<file path="config.mk">
export PLATFORM = sky130hd
export DESIGN_NAME = decoded_block_clip_to_window_top
export DESIGN_NICKNAME = d
export VERILOG_FILES = /design/src/sv/dbcw_pkg.sv /design/src/sv/decoded_block_clip_to_window_top.sv /design/src/sv/dbcw_cfg.sv /design/src/sv/dbcw_front.sv /design/src/sv/dbcw_fifo.sv /design/src/sv/dbcw_back.sv
export SDC_FILE = /design/constraint.sdc
export NUM_CORES = 2
export LEC_CHECK = 0
export BUFFER_PORTS_ARGS = -buffer_cell sky130_fd_sc_hd__buf_2
export CELL_PAD_IN_SITES_DETAIL_PLACEMENT = 1
export CELL_PAD_IN_SITES_GLOBAL_PLACEMENT = 1
export CORE_MARGIN = 5
export CORE_UTILIZATION = 52
export CTS_CLUSTER_SIZE = 40
export DETAILED_ROUTE_END_ITERATION = 10
export PLACE_DENSITY = 0.9
export SLEW_MARGIN = 40
export SYNTH_ARGS = -nofsm -noshare
export SYNTH_HDL_FRONTEND = slang
export SYNTH_SLANG_ARGS = --single-unit
</file>
<file path="constraint.sdc">
create_clock -name clk -period 5.9 [get_ports clk]
set_input_delay 1.18 -clock clk [delete_from_list [all_inputs] [get_ports clk]]
set_output_delay 1.18 -clock clk [all_outputs]
set_load 0.01 [all_outputs]
</file>
<file path="src/sv/dbcw_pkg.sv">
// Shared types, constants and width helpers for the block clip-to-window stage.
// No dependencies; every other file of the block imports this package.
package dbcw_pkg;

	localparam int WIN_W = 11;
	localparam int OFS_W = 12;
	localparam int CH_W = 8;
	localparam int AREA_W = 23;
	localparam int CFG_W = 12;
	localparam int REG_IDX_W = 3;

	localparam int LINE_BUF_PIXELS_DEF = 256;
	localparam int COORD_BITS_DEF = 12;
	localparam int Q_DEPTH = 4;

	localparam logic [CH_W-1:0] CH_MASK = 8'hFC;

	localparam logic [WIN_W-1:0] WIN_LEFT_RST = 11'd0;
	localparam logic [WIN_W-1:0] WIN_TOP_RST = 11'd0;
	localparam logic [WIN_W-1:0] WIN_RIGHT_RST = 11'd319;
	localparam logic [WIN_W-1:0] WIN_BOTTOM_RST = 11'd239;

	typedef enum logic [REG_IDX_W-1:0] {
		REG_WIN_LEFT = 3'd0,
		REG_WIN_TOP = 3'd1,
		REG_WIN_RIGHT = 3'd2,
		REG_WIN_BOTTOM = 3'd3,
		REG_OFFSET_X = 3'd4,
		REG_OFFSET_Y = 3'd5
	} reg_idx_t;

	typedef enum logic [1:0] {
		KIND_PIXEL = 2'd0,
		KIND_SENT = 2'd1,
		KIND_OFF = 2'd2,
		KIND_BIG = 2'd3
	} kind_t;

	typedef struct packed {
		logic [WIN_W-1:0] win_left;
		logic [WIN_W-1:0] win_top;
		logic [WIN_W-1:0] win_right;
		logic [WIN_W-1:0] win_bottom;
		logic signed [OFS_W-1:0] offset_x;
		logic signed [OFS_W-1:0] offset_y;
	} cfg_t;

	// Signed width that holds a tag plus an in-block counter plus the offset.
	function automatic int sum_width(input int cb);
		return ((cb > OFS_W) ? cb : OFS_W) + 3;
	endfunction

	// Width of one queued request: two flags, six coordinates, three channels.
	function automatic int qitem_width(input int cb);
		return 2 + 6 * sum_width(cb) + 3 * CH_W;
	endfunction

endpackage

</file>
<file path="src/sv/decoded_block_clip_to_window_top.sv">
// Top level of the block clip-to-window stage.
// Instantiates dbcw_cfg, dbcw_front, dbcw_fifo and dbcw_back; uses dbcw_pkg.
//
// Usage:
// Pixels of a decoded block enter in row order on the input channel
// (in_valid / in_stall), each tagged with the block's image rectangle.
// Results leave on the output channel (out_valid / out_stall): a visible
// pixel (kind 0) with its screen position, and at a block's last pixel one
// block-end report (sent, off screen, or too large).
// The window and the image offset are written through cfg_we, cfg_index and
// cfg_data while no request is in flight.
// An accepted pixel passes through the request queue, three clipping stages
// and the output register before its result appears.
// One pixel is taken per cycle while in_stall is low. A last pixel that is
// also visible yields two results, the pixel first and then the block end.
// A stall on the output holds the result in place; the back end stops and
// the four-entry request queue fills before in_stall rises.
// Reset restores the default 320 by 240 window, a zero offset, buffer
// select zero, and empties the queue and all stages.
module decoded_block_clip_to_window_top import dbcw_pkg::*; #(
	parameter int LINE_BUF_PIXELS = LINE_BUF_PIXELS_DEF,
	parameter int COORD_BITS = COORD_BITS_DEF
) (
	input  logic                  clk,
	input  logic                  arst_n,
	input  logic                  cfg_we,
	input  logic [REG_IDX_W-1:0]  cfg_index,
	input  logic [CFG_W-1:0]      cfg_data,
	input  logic                  in_valid,
	output logic                  in_stall,
	input  logic [COORD_BITS-1:0] blk_left,
	input  logic [COORD_BITS-1:0] blk_top,
	input  logic [COORD_BITS-1:0] blk_right,
	input  logic [COORD_BITS-1:0] blk_bottom,
	input  logic [CH_W-1:0]       red,
	input  logic [CH_W-1:0]       green,
	input  logic [CH_W-1:0]       blue,
	output logic                  out_valid,
	input  logic                  out_stall,
	output logic [1:0]            kind,
	output logic [CH_W-1:0]       out_red,
	output logic [CH_W-1:0]       out_green,
	output logic [CH_W-1:0]       out_blue,
	output logic [WIN_W-1:0]      dst_x,
	output logic [WIN_W-1:0]      dst_y,
	output logic [WIN_W-1:0]      clip_left,
	output logic [WIN_W-1:0]      clip_top,
	output logic [WIN_W-1:0]      clip_right,
	output logic [WIN_W-1:0]      clip_bottom,
	output logic [AREA_W-1:0]     pixel_count,
	output logic                  buffer_select
);

	localparam int QW = qitem_width(COORD_BITS);

	cfg_t          cfg;
	logic          q_push;
	logic          q_pop;
	logic          q_full;
	logic          q_valid;
	logic [QW-1:0] q_wdata;
	logic [QW-1:0] q_rdata;

	assign in_stall = q_full;

	dbcw_cfg u_cfg (
		.clk       (clk),
		.arst_n    (arst_n),
		.cfg_we    (cfg_we),
		.cfg_index (cfg_index),
		.cfg_data  (cfg_data),
		.cfg       (cfg)
	);

	dbcw_front #(
		.COORD_BITS (COORD_BITS),
		.QW         (QW)
	) u_front (
		.clk        (clk),
		.arst_n     (arst_n),
		.cfg        (cfg),
		.in_valid   (in_valid),
		.blk_left   (blk_left),
		.blk_top    (blk_top),
		.blk_right  (blk_right),
		.blk_bottom (blk_bottom),
		.red        (red),
		.green      (green),
		.blue       (blue),
		.q_full     (q_full),
		.q_push     (q_push),
		.q_data     (q_wdata)
	);

	dbcw_fifo #(
		.WIDTH (QW),
		.DEPTH (Q_DEPTH)
	) u_fifo (
		.clk    (clk),
		.arst_n (arst_n),
		.push   (q_push),
		.wdata  (q_wdata),
		.pop    (q_pop),
		.full   (q_full),
		.valid  (q_valid),
		.rdata  (q_rdata)
	);

	dbcw_back #(
		.COORD_BITS      (COORD_BITS),
		.LINE_BUF_PIXELS (LINE_BUF_PIXELS),
		.QW              (QW)
	) u_back (
		.clk           (clk),
		.arst_n        (arst_n),
		.cfg           (cfg),
		.q_valid       (q_valid),
		.q_data        (q_rdata),
		.q_pop         (q_pop),
		.out_stall     (out_stall),
		.out_valid     (out_valid),
		.kind          (kind),
		.out_red       (out_red),
		.out_green     (out_green),
		.out_blue      (out_blue),
		.dst_x         (dst_x),
		.dst_y         (dst_y),
		.clip_left     (clip_left),
		.clip_top      (clip_top),
		.clip_right    (clip_right),
		.clip_bottom   (clip_bottom),
		.pixel_count   (pixel_count),
		.buffer_select (buffer_select)
	);

endmodule

</file>
<file path="src/sv/dbcw_cfg.sv">
// Configuration register file: display window and image offset.
// Depends on dbcw_pkg for the register index codes and the cfg_t bundle.
module dbcw_cfg import dbcw_pkg::*; (
	input  logic                 clk,
	input  logic                 arst_n,
	input  logic                 cfg_we,
	input  logic [REG_IDX_W-1:0] cfg_index,
	input  logic [CFG_W-1:0]     cfg_data,
	output cfg_t                 cfg
);

	cfg_t cfg_q;

	always_ff @(posedge clk or negedge arst_n) begin
		if (!arst_n) begin
			cfg_q.win_left <= WIN_LEFT_RST;
			cfg_q.win_top <= WIN_TOP_RST;
			cfg_q.win_right <= WIN_RIGHT_RST;
			cfg_q.win_bottom <= WIN_BOTTOM_RST;
			cfg_q.offset_x <= '0;
			cfg_q.offset_y <= '0;
		end else if (cfg_we) begin
			unique case (reg_idx_t'(cfg_index))
				REG_WIN_LEFT: cfg_q.win_left <= cfg_data[WIN_W-1:0];
				REG_WIN_TOP: cfg_q.win_top <= cfg_data[WIN_W-1:0];
				REG_WIN_RIGHT: cfg_q.win_right <= cfg_data[WIN_W-1:0];
				REG_WIN_BOTTOM: cfg_q.win_bottom <= cfg_data[WIN_W-1:0];
				REG_OFFSET_X: cfg_q.offset_x <= $signed(cfg_data[OFS_W-1:0]);
				REG_OFFSET_Y: cfg_q.offset_y <= $signed(cfg_data[OFS_W-1:0]);
				default: ;
			endcase
		end
	end

	assign cfg = cfg_q;

endmodule

</file>
<file path="src/sv/dbcw_front.sv">
// Front end: accepts pixels, tracks the position inside the block and marks
// first and last pixels. Depends on dbcw_pkg; feeds the request queue.
module dbcw_front import dbcw_pkg::*; #(
	parameter int COORD_BITS = COORD_BITS_DEF,
	parameter int QW = qitem_width(COORD_BITS_DEF)
) (
	input  logic                  clk,
	input  logic                  arst_n,
	input  cfg_t                  cfg,
	input  logic                  in_valid,
	input  logic [COORD_BITS-1:0] blk_left,
	input  logic [COORD_BITS-1:0] blk_top,
	input  logic [COORD_BITS-1:0] blk_right,
	input  logic [COORD_BITS-1:0] blk_bottom,
	input  logic [CH_W-1:0]       red,
	input  logic [CH_W-1:0]       green,
	input  logic [CH_W-1:0]       blue,
	input  logic                  q_full,
	output logic                  q_push,
	output logic [QW-1:0]         q_data
);

	localparam int SW = sum_width(COORD_BITS);

	typedef struct packed {
		logic first;
		logic last;
		logic signed [SW-1:0] l;
		logic signed [SW-1:0] t;
		logic signed [SW-1:0] r;
		logic signed [SW-1:0] b;
		logic signed [SW-1:0] x;
		logic signed [SW-1:0] y;
		logic [CH_W-1:0] red;
		logic [CH_W-1:0] green;
		logic [CH_W-1:0] blue;
	} qitem_t;

	logic [COORD_BITS-1:0] col_q;
	logic [COORD_BITS-1:0] row_q;
	logic                  first_q;
	logic [COORD_BITS:0]   col_sum;
	logic [COORD_BITS:0]   row_sum;
	logic                  row_end;
	logic                  last;
	logic signed [SW-1:0]  ox;
	logic signed [SW-1:0]  oy;
	qitem_t                item;

	always_comb begin
		col_sum = {1'b0, blk_left} + {1'b0, col_q};
		row_sum = {1'b0, blk_top} + {1'b0, row_q};
		row_end = col_sum >= {1'b0, blk_right};
		last = row_end && (row_sum >= {1'b0, blk_bottom});
		ox = {{(SW-OFS_W){cfg.offset_x[OFS_W-1]}}, cfg.offset_x};
		oy = {{(SW-OFS_W){cfg.offset_y[OFS_W-1]}}, cfg.offset_y};
		item.first = first_q;
		item.last = last;
		item.l = $signed(SW'(blk_left)) + ox;
		item.t = $signed(SW'(blk_top)) + oy;
		item.r = $signed(SW'(blk_right)) + ox;
		item.b = $signed(SW'(blk_bottom)) + oy;
		item.x = item.l + $signed(SW'(col_q));
		item.y = item.t + $signed(SW'(row_q));
		item.red = red & CH_MASK;
		item.green = green & CH_MASK;
		item.blue = blue & CH_MASK;
	end

	assign q_push = in_valid && !q_full;
	assign q_data = item;

	always_ff @(posedge clk or negedge arst_n) begin
		if (!arst_n) begin
			col_q <= '0;
			row_q <= '0;
			first_q <= 1'b1;
		end else if (q_push) begin
			if (last) begin
				col_q <= '0;
				row_q <= '0;
				first_q <= 1'b1;
			end else if (row_end) begin
				col_q <= '0;
				row_q <= row_q + 1'b1;
				first_q <= 1'b0;
			end else begin
				col_q <= col_q + 1'b1;
				first_q <= 1'b0;
			end
		end
	end

endmodule

</file>
<file path="src/sv/dbcw_fifo.sv">
// Short request queue between the front end and the clipping back end.
// Generic width and depth; no package dependencies beyond the import.
module dbcw_fifo import dbcw_pkg::*; #(
	parameter int WIDTH = qitem_width(COORD_BITS_DEF),
	parameter int DEPTH = Q_DEPTH
) (
	input  logic             clk,
	input  logic             arst_n,
	input  logic             push,
	input  logic [WIDTH-1:0] wdata,
	input  logic             pop,
	output logic             full,
	output logic             valid,
	output logic [WIDTH-1:0] rdata
);

	localparam int AW = (DEPTH > 1) ? $clog2(DEPTH) : 1;
	localparam int CW = $clog2(DEPTH + 1);
	localparam logic [AW-1:0] LAST_PTR = AW'(DEPTH - 1);

	logic [WIDTH-1:0] mem_q [DEPTH];
	logic [AW-1:0]    wr_ptr_q;
	logic [AW-1:0]    rd_ptr_q;
	logic [CW-1:0]    count_q;

	assign full = count_q == CW'(DEPTH);
	assign valid = count_q != '0;
	assign rdata = mem_q[rd_ptr_q];

	always_ff @(posedge clk) begin
		if (push) begin
			mem_q[wr_ptr_q] <= wdata;
		end
	end

	always_ff @(posedge clk or negedge arst_n) begin
		if (!arst_n) begin
			wr_ptr_q <= '0;
			rd_ptr_q <= '0;
			count_q <= '0;
		end else begin
			if (push) begin
				wr_ptr_q <= (wr_ptr_q == LAST_PTR) ? '0 : wr_ptr_q + 1'b1;
			end
			if (pop) begin
				rd_ptr_q <= (rd_ptr_q == LAST_PTR) ? '0 : rd_ptr_q + 1'b1;
			end
			case ({push, pop})
				2'b10: count_q <= count_q + 1'b1;
				2'b01: count_q <= count_q - 1'b1;
				default: ;
			endcase
		end
	end

endmodule

</file>
<file path="src/sv/dbcw_back.sv">
// Back end: clips each block rectangle to the window over three stages,
// latches it at the block's first pixel and issues pixel and block-end results.
// Depends on dbcw_pkg; takes requests from dbcw_fifo.
module dbcw_back import dbcw_pkg::*; #(
	parameter int COORD_BITS = COORD_BITS_DEF,
	parameter int LINE_BUF_PIXELS = LINE_BUF_PIXELS_DEF,
	parameter int QW = qitem_width(COORD_BITS_DEF)
) (
	input  logic              clk,
	input  logic              arst_n,
	input  cfg_t              cfg,
	input  logic              q_valid,
	input  logic [QW-1:0]     q_data,
	output logic              q_pop,
	input  logic              out_stall,
	output logic              out_valid,
	output logic [1:0]        kind,
	output logic [CH_W-1:0]   out_red,
	output logic [CH_W-1:0]   out_green,
	output logic [CH_W-1:0]   out_blue,
	output logic [WIN_W-1:0]  dst_x,
	output logic [WIN_W-1:0]  dst_y,
	output logic [WIN_W-1:0]  clip_left,
	output logic [WIN_W-1:0]  clip_top,
	output logic [WIN_W-1:0]  clip_right,
	output logic [WIN_W-1:0]  clip_bottom,
	output logic [AREA_W-1:0] pixel_count,
	output logic              buffer_select
);

	localparam int SW = sum_width(COORD_BITS);
	localparam logic [AREA_W:0] LBP = (AREA_W+1)'(LINE_BUF_PIXELS);
	localparam logic signed [SW-1:0] ONE = SW'(1);

	typedef struct packed {
		logic first;
		logic last;
		logic signed [SW-1:0] l;
		logic signed [SW-1:0] t;
		logic signed [SW-1:0] r;
		logic signed [SW-1:0] b;
		logic signed [SW-1:0] x;
		logic signed [SW-1:0] y;
		logic [CH_W-1:0] red;
		logic [CH_W-1:0] green;
		logic [CH_W-1:0] blue;
	} qitem_t;

	typedef struct packed {
		logic first;
		logic last;
		logic signed [SW-1:0] x;
		logic signed [SW-1:0] y;
		logic [CH_W-1:0] red;
		logic [CH_W-1:0] green;
		logic [CH_W-1:0] blue;
	} pix_t;

	typedef struct packed {
		logic [WIN_W-1:0] left;
		logic [WIN_W-1:0] top;
		logic [WIN_W-1:0] right;
		logic [WIN_W-1:0] bottom;
	} rect_t;

	typedef struct packed {
		pix_t pix;
		logic off;
		logic signed [SW-1:0] dl;
		logic signed [SW-1:0] dt;
		logic signed [SW-1:0] dr;
		logic signed [SW-1:0] db;
	} s1_t;

	typedef struct packed {
		pix_t pix;
		logic off;
		rect_t rect;
		logic wpos;
		logic hpos;
		logic [WIN_W:0] w;
		logic [WIN_W:0] h;
	} s2_t;

	typedef struct packed {
		pix_t pix;
		logic off;
		rect_t rect;
		logic wpos;
		logic hpos;
		logic [AREA_W-1:0] area;
	} s3_t;

	qitem_t qi;
	s1_t    d_s1, n_s1;
	s2_t    d_s2, n_s2;
	s3_t    d_s3, n_s3;
	logic   v_s1, v_s2, v_s3;
	logic   rdy1, rdy2, rdy3;

	logic signed [SW-1:0] x1, y1, x2, y2;
	logic signed [SW-1:0] w_full, h_full;
	logic [2*(WIN_W+1)-1:0] prod;

	kind_t             cls_q;
	rect_t             rect_q;
	logic [AREA_W-1:0] cnt_q;
	logic              tog_q;

	kind_t             cls_new, eff_cls;
	rect_t             eff_rect;
	logic [AREA_W-1:0] cnt_new, eff_cnt;
	logic              vis;
	logic              keep_rect;

	logic              pix_pend_q, end_pend_q;
	logic              out_acc, load_ok, load;
	logic [CH_W-1:0]   pix_r_q, pix_g_q, pix_b_q;
	logic [WIN_W-1:0]  pix_x_q, pix_y_q;
	kind_t             end_kind_q;
	rect_t             end_rect_q;
	logic [AREA_W-1:0] end_cnt_q;
	logic              end_bsel_q;

	assign qi = q_data;
	assign x1 = $signed(SW'(cfg.win_left));
	assign y1 = $signed(SW'(cfg.win_top));
	assign x2 = $signed(SW'(cfg.win_right));
	assign y2 = $signed(SW'(cfg.win_bottom));

	// Stage 1: off-screen test on the shifted rectangle and clamping.
	always_comb begin
		n_s1.pix.first = qi.first;
		n_s1.pix.last = qi.last;
		n_s1.pix.x = qi.x;
		n_s1.pix.y = qi.y;
		n_s1.pix.red = qi.red;
		n_s1.pix.green = qi.green;
		n_s1.pix.blue = qi.blue;
		n_s1.off = (qi.l > x2) || (qi.t > y2) || (qi.r < x1) || (qi.b < y1);
		n_s1.dl = (qi.l < x1) ? x1 : qi.l;
		n_s1.dt = (qi.t < y1) ? y1 : qi.t;
		n_s1.dr = (qi.r > x2) ? x2 : qi.r;
		n_s1.db = (qi.b > y2) ? y2 : qi.b;
	end

	// Stage 2: recheck against an inverted window and form the extents.
	always_comb begin
		w_full = d_s1.dr - d_s1.dl + ONE;
		h_full = d_s1.db - d_s1.dt + ONE;
		n_s2.pix = d_s1.pix;
		n_s2.off = d_s1.off || (d_s1.dl > x2) || (d_s1.dt > y2) ||
			(d_s1.dr < x1) || (d_s1.db < y1);
		n_s2.rect.left = d_s1.dl[WIN_W-1:0];
		n_s2.rect.top = d_s1.dt[WIN_W-1:0];
		n_s2.rect.right = d_s1.dr[WIN_W-1:0];
		n_s2.rect.bottom = d_s1.db[WIN_W-1:0];
		n_s2.wpos = w_full > 0;
		n_s2.hpos = h_full > 0;
		n_s2.w = w_full[WIN_W:0];
		n_s2.h = h_full[WIN_W:0];
	end

	// Stage 3: area of the clipped rectangle.
	always_comb begin
		prod = {{(WIN_W+1){1'b0}}, d_s2.w} * {{(WIN_W+1){1'b0}}, d_s2.h};
		n_s3.pix = d_s2.pix;
		n_s3.off = d_s2.off;
		n_s3.rect = d_s2.rect;
		n_s3.wpos = d_s2.wpos;
		n_s3.hpos = d_s2.hpos;
		n_s3.area = prod[AREA_W-1:0];
	end

	// Result stage: classify, pick the latched or fresh rectangle, test visibility.
	always_comb begin
		cnt_new = (d_s3.wpos && d_s3.hpos) ? d_s3.area : '0;
		if (d_s3.off) begin
			cls_new = KIND_OFF;
		end else if (!(d_s3.wpos && d_s3.hpos)) begin
			cls_new = KIND_BIG;
		end else if ({1'b0, d_s3.area} > LBP) begin
			cls_new = KIND_BIG;
		end else begin
			cls_new = KIND_SENT;
		end
		eff_cls = d_s3.pix.first ? cls_new : cls_q;
		eff_rect = d_s3.pix.first ? (d_s3.off ? '0 : d_s3.rect) : rect_q;
		eff_cnt = d_s3.pix.first ? cnt_new : cnt_q;
		keep_rect = (eff_cls == KIND_SENT) || (eff_cls == KIND_BIG);
		vis = (eff_cls == KIND_SENT) &&
			(d_s3.pix.x >= $signed(SW'(eff_rect.left))) &&
			(d_s3.pix.x <= $signed(SW'(eff_rect.right))) &&
			(d_s3.pix.y >= $signed(SW'(eff_rect.top))) &&
			(d_s3.pix.y <= $signed(SW'(eff_rect.bottom)));
	end

	assign out_valid = pix_pend_q || end_pend_q;
	assign out_acc = out_valid && !out_stall;
	assign load_ok = !out_valid || (out_acc && !(pix_pend_q && end_pend_q));
	assign load = v_s3 && load_ok;
	assign rdy3 = !v_s3 || load_ok;
	assign rdy2 = !v_s2 || rdy3;
	assign rdy1 = !v_s1 || rdy2;
	assign q_pop = q_valid && rdy1;

	always_ff @(posedge clk) begin
		if (rdy1) begin
			d_s1 <= n_s1;
		end
		if (rdy2) begin
			d_s2 <= n_s2;
		end
		if (rdy3) begin
			d_s3 <= n_s3;
		end
		if (load) begin
			pix_r_q <= d_s3.pix.red;
			pix_g_q <= d_s3.pix.green;
			pix_b_q <= d_s3.pix.blue;
			pix_x_q <= d_s3.pix.x[WIN_W-1:0];
			pix_y_q <= d_s3.pix.y[WIN_W-1:0];
			end_kind_q <= eff_cls;
			end_rect_q <= keep_rect ? eff_rect : '0;
			end_cnt_q <= keep_rect ? eff_cnt : '0;
			end_bsel_q <= (eff_cls == KIND_SENT) ? tog_q : 1'b0;
		end
	end

	always_ff @(posedge clk or negedge arst_n) begin
		if (!arst_n) begin
			v_s1 <= 1'b0;
			v_s2 <= 1'b0;
			v_s3 <= 1'b0;
			pix_pend_q <= 1'b0;
			end_pend_q <= 1'b0;
			cls_q <= KIND_PIXEL;
			rect_q <= '0;
			cnt_q <= '0;
			tog_q <= 1'b0;
		end else begin
			if (rdy1) begin
				v_s1 <= q_valid;
			end
			if (rdy2) begin
				v_s2 <= v_s1;
			end
			if (rdy3) begin
				v_s3 <= v_s2;
			end
			if (load) begin
				pix_pend_q <= vis;
				end_pend_q <= d_s3.pix.last;
				if (d_s3.pix.first) begin
					cls_q <= cls_new;
					rect_q <= eff_rect;
					cnt_q <= cnt_new;
				end
				if (d_s3.pix.last && eff_cls == KIND_SENT) begin
					tog_q <= ~tog_q;
				end
			end else if (out_acc) begin
				if (pix_pend_q) begin
					pix_pend_q <= 1'b0;
				end else begin
					end_pend_q <= 1'b0;
				end
			end
		end
	end

	assign kind = pix_pend_q ? KIND_PIXEL : end_kind_q;
	assign out_red = pix_pend_q ? pix_r_q : '0;
	assign out_green = pix_pend_q ? pix_g_q : '0;
	assign out_blue = pix_pend_q ? pix_b_q : '0;
	assign dst_x = pix_pend_q ? pix_x_q : '0;
	assign dst_y = pix_pend_q ? pix_y_q : '0;
	assign clip_left = pix_pend_q ? '0 : end_rect_q.left;
	assign clip_top = pix_pend_q ? '0 : end_rect_q.top;
	assign clip_right = pix_pend_q ? '0 : end_rect_q.right;
	assign clip_bottom = pix_pend_q ? '0 : end_rect_q.bottom;
	assign pixel_count = pix_pend_q ? '0 : end_cnt_q;
	assign buffer_select = pix_pend_q ? 1'b0 : end_bsel_q;

	a_pix_in_rect: assert property (@(posedge clk) disable iff (!arst_n)
		pix_pend_q |-> (cls_q == KIND_SENT) &&
			(pix_x_q >= rect_q.left) && (pix_x_q <= rect_q.right) &&
			(pix_y_q >= rect_q.top) && (pix_y_q <= rect_q.bottom))
		else $error("Visible pixel outside the latched clipped rectangle.");

	a_toggle_on_send: assert property (@(posedge clk) disable iff (!arst_n)
		!$stable(tog_q) |-> (end_pend_q && end_kind_q == KIND_SENT))
		else $error("Buffer select toggled without a sent block end.");

	a_off_empty: assert property (@(posedge clk) disable iff (!arst_n)
		(end_pend_q && end_kind_q == KIND_OFF) |->
			(end_cnt_q == '0) && !end_bsel_q)
		else $error("Off-screen block end carries a count or buffer select.");

	a_sent_fits: assert property (@(posedge clk) disable iff (!arst_n)
		(end_pend_q && end_kind_q == KIND_SENT) |->
			(end_cnt_q != '0) && ({1'b0, end_cnt_q} <= LBP))
		else $error("Sent block does not fit the line buffer.");

endmodule

</file>
==> results.sh <==
export IMPL_outcome="completed"
export IMPL_startpoint_type="flop"
export IMPL_place_hpwl_mm=110
export IMPL_area_growth_pct=12.2
export IMPL_grt_usage_pct=31.1
export IMPL_num_nets_final=4829
export IMPL_grt_pass1_wl_mm=252
export IMPL_drtIter0Drc=4314
export IMPL_ys_ff_latch=1057
export IMPL_cts_sinks=1057
export IMPL_finalCritPeriodShare_pct=98.5
export IMPL_synth_area_top_cells="edfxtp_1 50%, ha_1 9.8%, dfrtp_1 7.5%, mux4_2 4.4%, fa_1 4.1%"
export IMPL_yosys_top_cells_count="882 x edfxtp_1, 415 x ha_1, 348 x nand2_1, 306 x inv_1, 204 x o21ai_0"
export IMPL_start_util_pct=52.3
export IMPL_antenna_found_initial=7
export IMPL_synth_top_area_share_pct=49.9
export IMPL_path_clk_slew_ns=0.07
export IMPL_finalSetupViolCount=0
export IMPL_vias=36000
export IMPL_dieWidth_um=330
export IMPL_ant_nets=0
export IMPL_fmax_mhz=172
export IMPL_syn_area_um2=53100
export IMPL_holdCritPathClass="reg2reg"
export IMPL_dieHeight_um=330
export IMPL_hold_viol=0
export IMPL_place_congestion=0.873
export IMPL_worst_slew_pin_slew_ns=0.915
export IMPL_whs_endpoint="u_back.d_s2[122]"
export IMPL_end_kind="flop"
export IMPL_dpl_cell_count=5445
export IMPL_ctsHtreeMaxLevel=3
export IMPL_cts_tree="built"
export IMPL_io_pin_count=210
export IMPL_port_buffers=197
export IMPL_period_needed_ns=5.81
export IMPL_maxCapViolCount=0
export IMPL_fin_worst_skew_ns=0.0431
export IMPL_cts_buffer_depth=3
export IMPL_grt_pass1_vias=38900
export IMPL_core_area_um2=102000
export IMPL_synth_warnings=0
export IMPL_min_delay_start="u_back.d_s1[112]"
export IMPL_path_max_fanout=7
export IMPL_routed_via_density=6.35
export IMPL_std_cell_rows=117
export IMPL_synth_cell_type_count=70
export IMPL_insertion_delay_ns=0.71
export IMPL_cts_buffers=103
export IMPL_route_detailed_drc=0
export IMPL_drt_total_wl_mm=171
export IMPL_yosysSeqAreaShare_pct=58.2
export IMPL_relSlewSlack_pct=38.6
export IMPL_synth_simple_gate_area_share_pct=9.03
export IMPL_synth_most_common_cell="edfxtp_1"
export IMPL_syn_area_per_cell_um2=13.4
export IMPL_drt_pass1_iterations=5
export IMPL_r2r_slack_ns=0.09
export IMPL_synth_top_cell_by_area="edfxtp_1"
export IMPL_synth_adder_area_share_pct=13.9
export IMPL_root_buffer="clkbuf_16"
export IMPL_grt_ovfl_total=0
export IMPL_r2r_worst_path_cells=19
export IMPL_muxShareOfSynthArea_pct=6.34
export IMPL_drive_above_1_share_pct=15.9
export IMPL_crit_required_ns=6.33
export IMPL_grt_max_degree=102
export IMPL_instances_no_fill=5673
export IMPL_r2r_start="u_back.d_s2[17]"
export IMPL_r2r_end="u_back.d_s3[22]"
export IMPL_wl_per_cell_um=30.2
export IMPL_synth_async_reset_ratio_pct=16.6
export IMPL_hold_depth=0
export IMPL_synth_ff_type="edfxtp_1"
export IMPL_hold_ws_ns=0.404
export IMPL_die_area_um2=109000
export IMPL_crit_type="reg2reg"
export IMPL_cp_arrival_ns=6.25
export IMPL_synth_compound_area_share_pct=7.31
export IMPL_synth_edf_count=882
export IMPL_synth_xor_area_share_pct=2.01
export IMPL_synth_top_family_by_area="adder cells"
export IMPL_drv_slew=0
export IMPL_hold_buffers=0
export IMPL_syn_inst=3953
## sequential cells by signal, indices dropped and copies added (netlist names), 3 cells and up
name,cells
u_fifo.count_q,3
u_back.cnt_q,23
u_front.row_q,12
u_front.col_q,12
u_cfg.cfg,68
u_back.end_rect_q,44
u_back.rect_q,44
u_back.end_cnt_q,23
u_back.pix_y_q,11
u_fifo.mem_q,424
u_back.d_s2,121
u_back.d_s3,120
u_back.pix_g_q,6
u_back.pix_x_q,11
u_back.d_s1,107
u_back.pix_r_q,6
u_back.pix_b_q,6
## routing by layer
| layer | up-vias | global-route usage (%) | part of all wire (%) |
|---|---|---|---|
| met5 | - | 0 | 0.026 |
| met4 | 8 | 15.5 | 6.4 |
| met3 | 674 | 5.95 | 8.3 |
| met2 | 2236 | 53.3 | 49 |
| met1 | 18200 | 37.8 | 36 |
| li1 | 14900 | - | - |
## cell type report
| class | instances | area [um2] |
|---|---|---|
| clock inverter | 57 | 548 |
| tap | 1368 | 1710 |
| clock buffer | 137 | 2850 |
| sequential | 1057 | 30900 |
| inverter | 306 | 1150 |
| fill | 9942 | 42000 |
| timing repair buffer | 282 | 1720 |
| antenna | 4 | 10.0 |
| multi-input combinational | 2462 | 20700 |
## worst max-delay path: stages (launching register included)
cell	delay [ns]
edfxtp_1	0.48
buf_4	0.20
nand2_1	0.11
fa_1	0.55
inv_1	0.09
fa_1	0.55
inv_1	0.08
fa_1	0.60
fa_1	0.47
fa_1	0.50
inv_1	0.04
ha_2	0.31
a21o_1	0.17
a21oi_1	0.14
o211a_1	0.24
o21ai_1	0.13
a2111oi_2	0.43
o21bai_1	0.17
a21oi_2	0.18
xnor2_1	0.09
## per-stage QoR
step	worst slack [ns]	utilization, %	instance area, um2	setup TNS, ns
after CTS	0.0276	58.4	59400	0
after floorplan	0.564	-	53100	0
final	0.0865	58.6	59600	0
after detailed placement	0.111	55.0	55900	0
after global placement	0.302	54.9	55800	0
after global routing	-0.106	58.6	59600	-0.106
## worst max-delay path by stage
stage / start / to / slack, ns / depth (start not counted)
after floorplan: u_back.d_s2[19] / u_back.d_s3[22] / 0.56 / 20
after global placement: u_back.d_s2[7] / u_back.d_s3[22] / 0.30 / 18
after detailed placement: u_back.d_s2[19] / u_back.d_s3[22] / 0.11 / 18
after CTS: u_back.d_s2[17] / u_back.d_s3[22] / 0.03 / 19
after global routing: u_back.d_s2[17] / u_back.d_s3[22] / -0.11 / 19
final: u_back.d_s2[17] / u_back.d_s3[22] / 0.09 / 19
## timing repair
| action | CTS | global route |
|---|---|---|
| endpoints found under the setup margin | 1 | 3 |
| gates cloned | 0 | 0 |
| pin swaps | 0 | 2 |
| buffers inserted | 13 | 13 |
| gates resized for setup | 1 | 7 |
## cell usage in the layout (no fill, tap or decap), types with 10 or more instances in the layout
cell type   instances
fa_1              109
clkinvlp_4         10
dfstp_2            15
a21o_1             50
a211oi_1           28
o21ai_0           201
buf_4              75
clkbuf_8           11
and2_1            110
dfrtp_1           157
nand2_1           345
xnor2_1            98
nor2_1            166
and3_1             19
clkbuf_1           22
ha_1              414
clkinv_2           22
clkbuf_16         105
nand3_1            66
o21a_1             38
mux4_2            104
mux2i_1            10
o211ai_1           12
a21oi_1           140
a22oi_1            41
nand2b_1           37
nand4_1            27
mux2_2             82
nor2b_1           123
buf_2             196
nor3_1             36
inv_1             304
edfxtp_1          882
o21bai_1           17
nor4_1             12
xor2_1             23
o31ai_1            18
## cells by family (layout without fill, tap and decap cells)
family          Yosys count  in the layout
flops                  1057           1057
simple gates            987            987
compound gates          624            624
fa+ha+maj               525            525
buf+inv                 441            782
mux                     196            196
xor+xnor                122            122
other cells               1             12
Power is left out: the tool's default activity adds up to more than one toggle a clock period on the data nets, which glitch-free logic cannot reach.
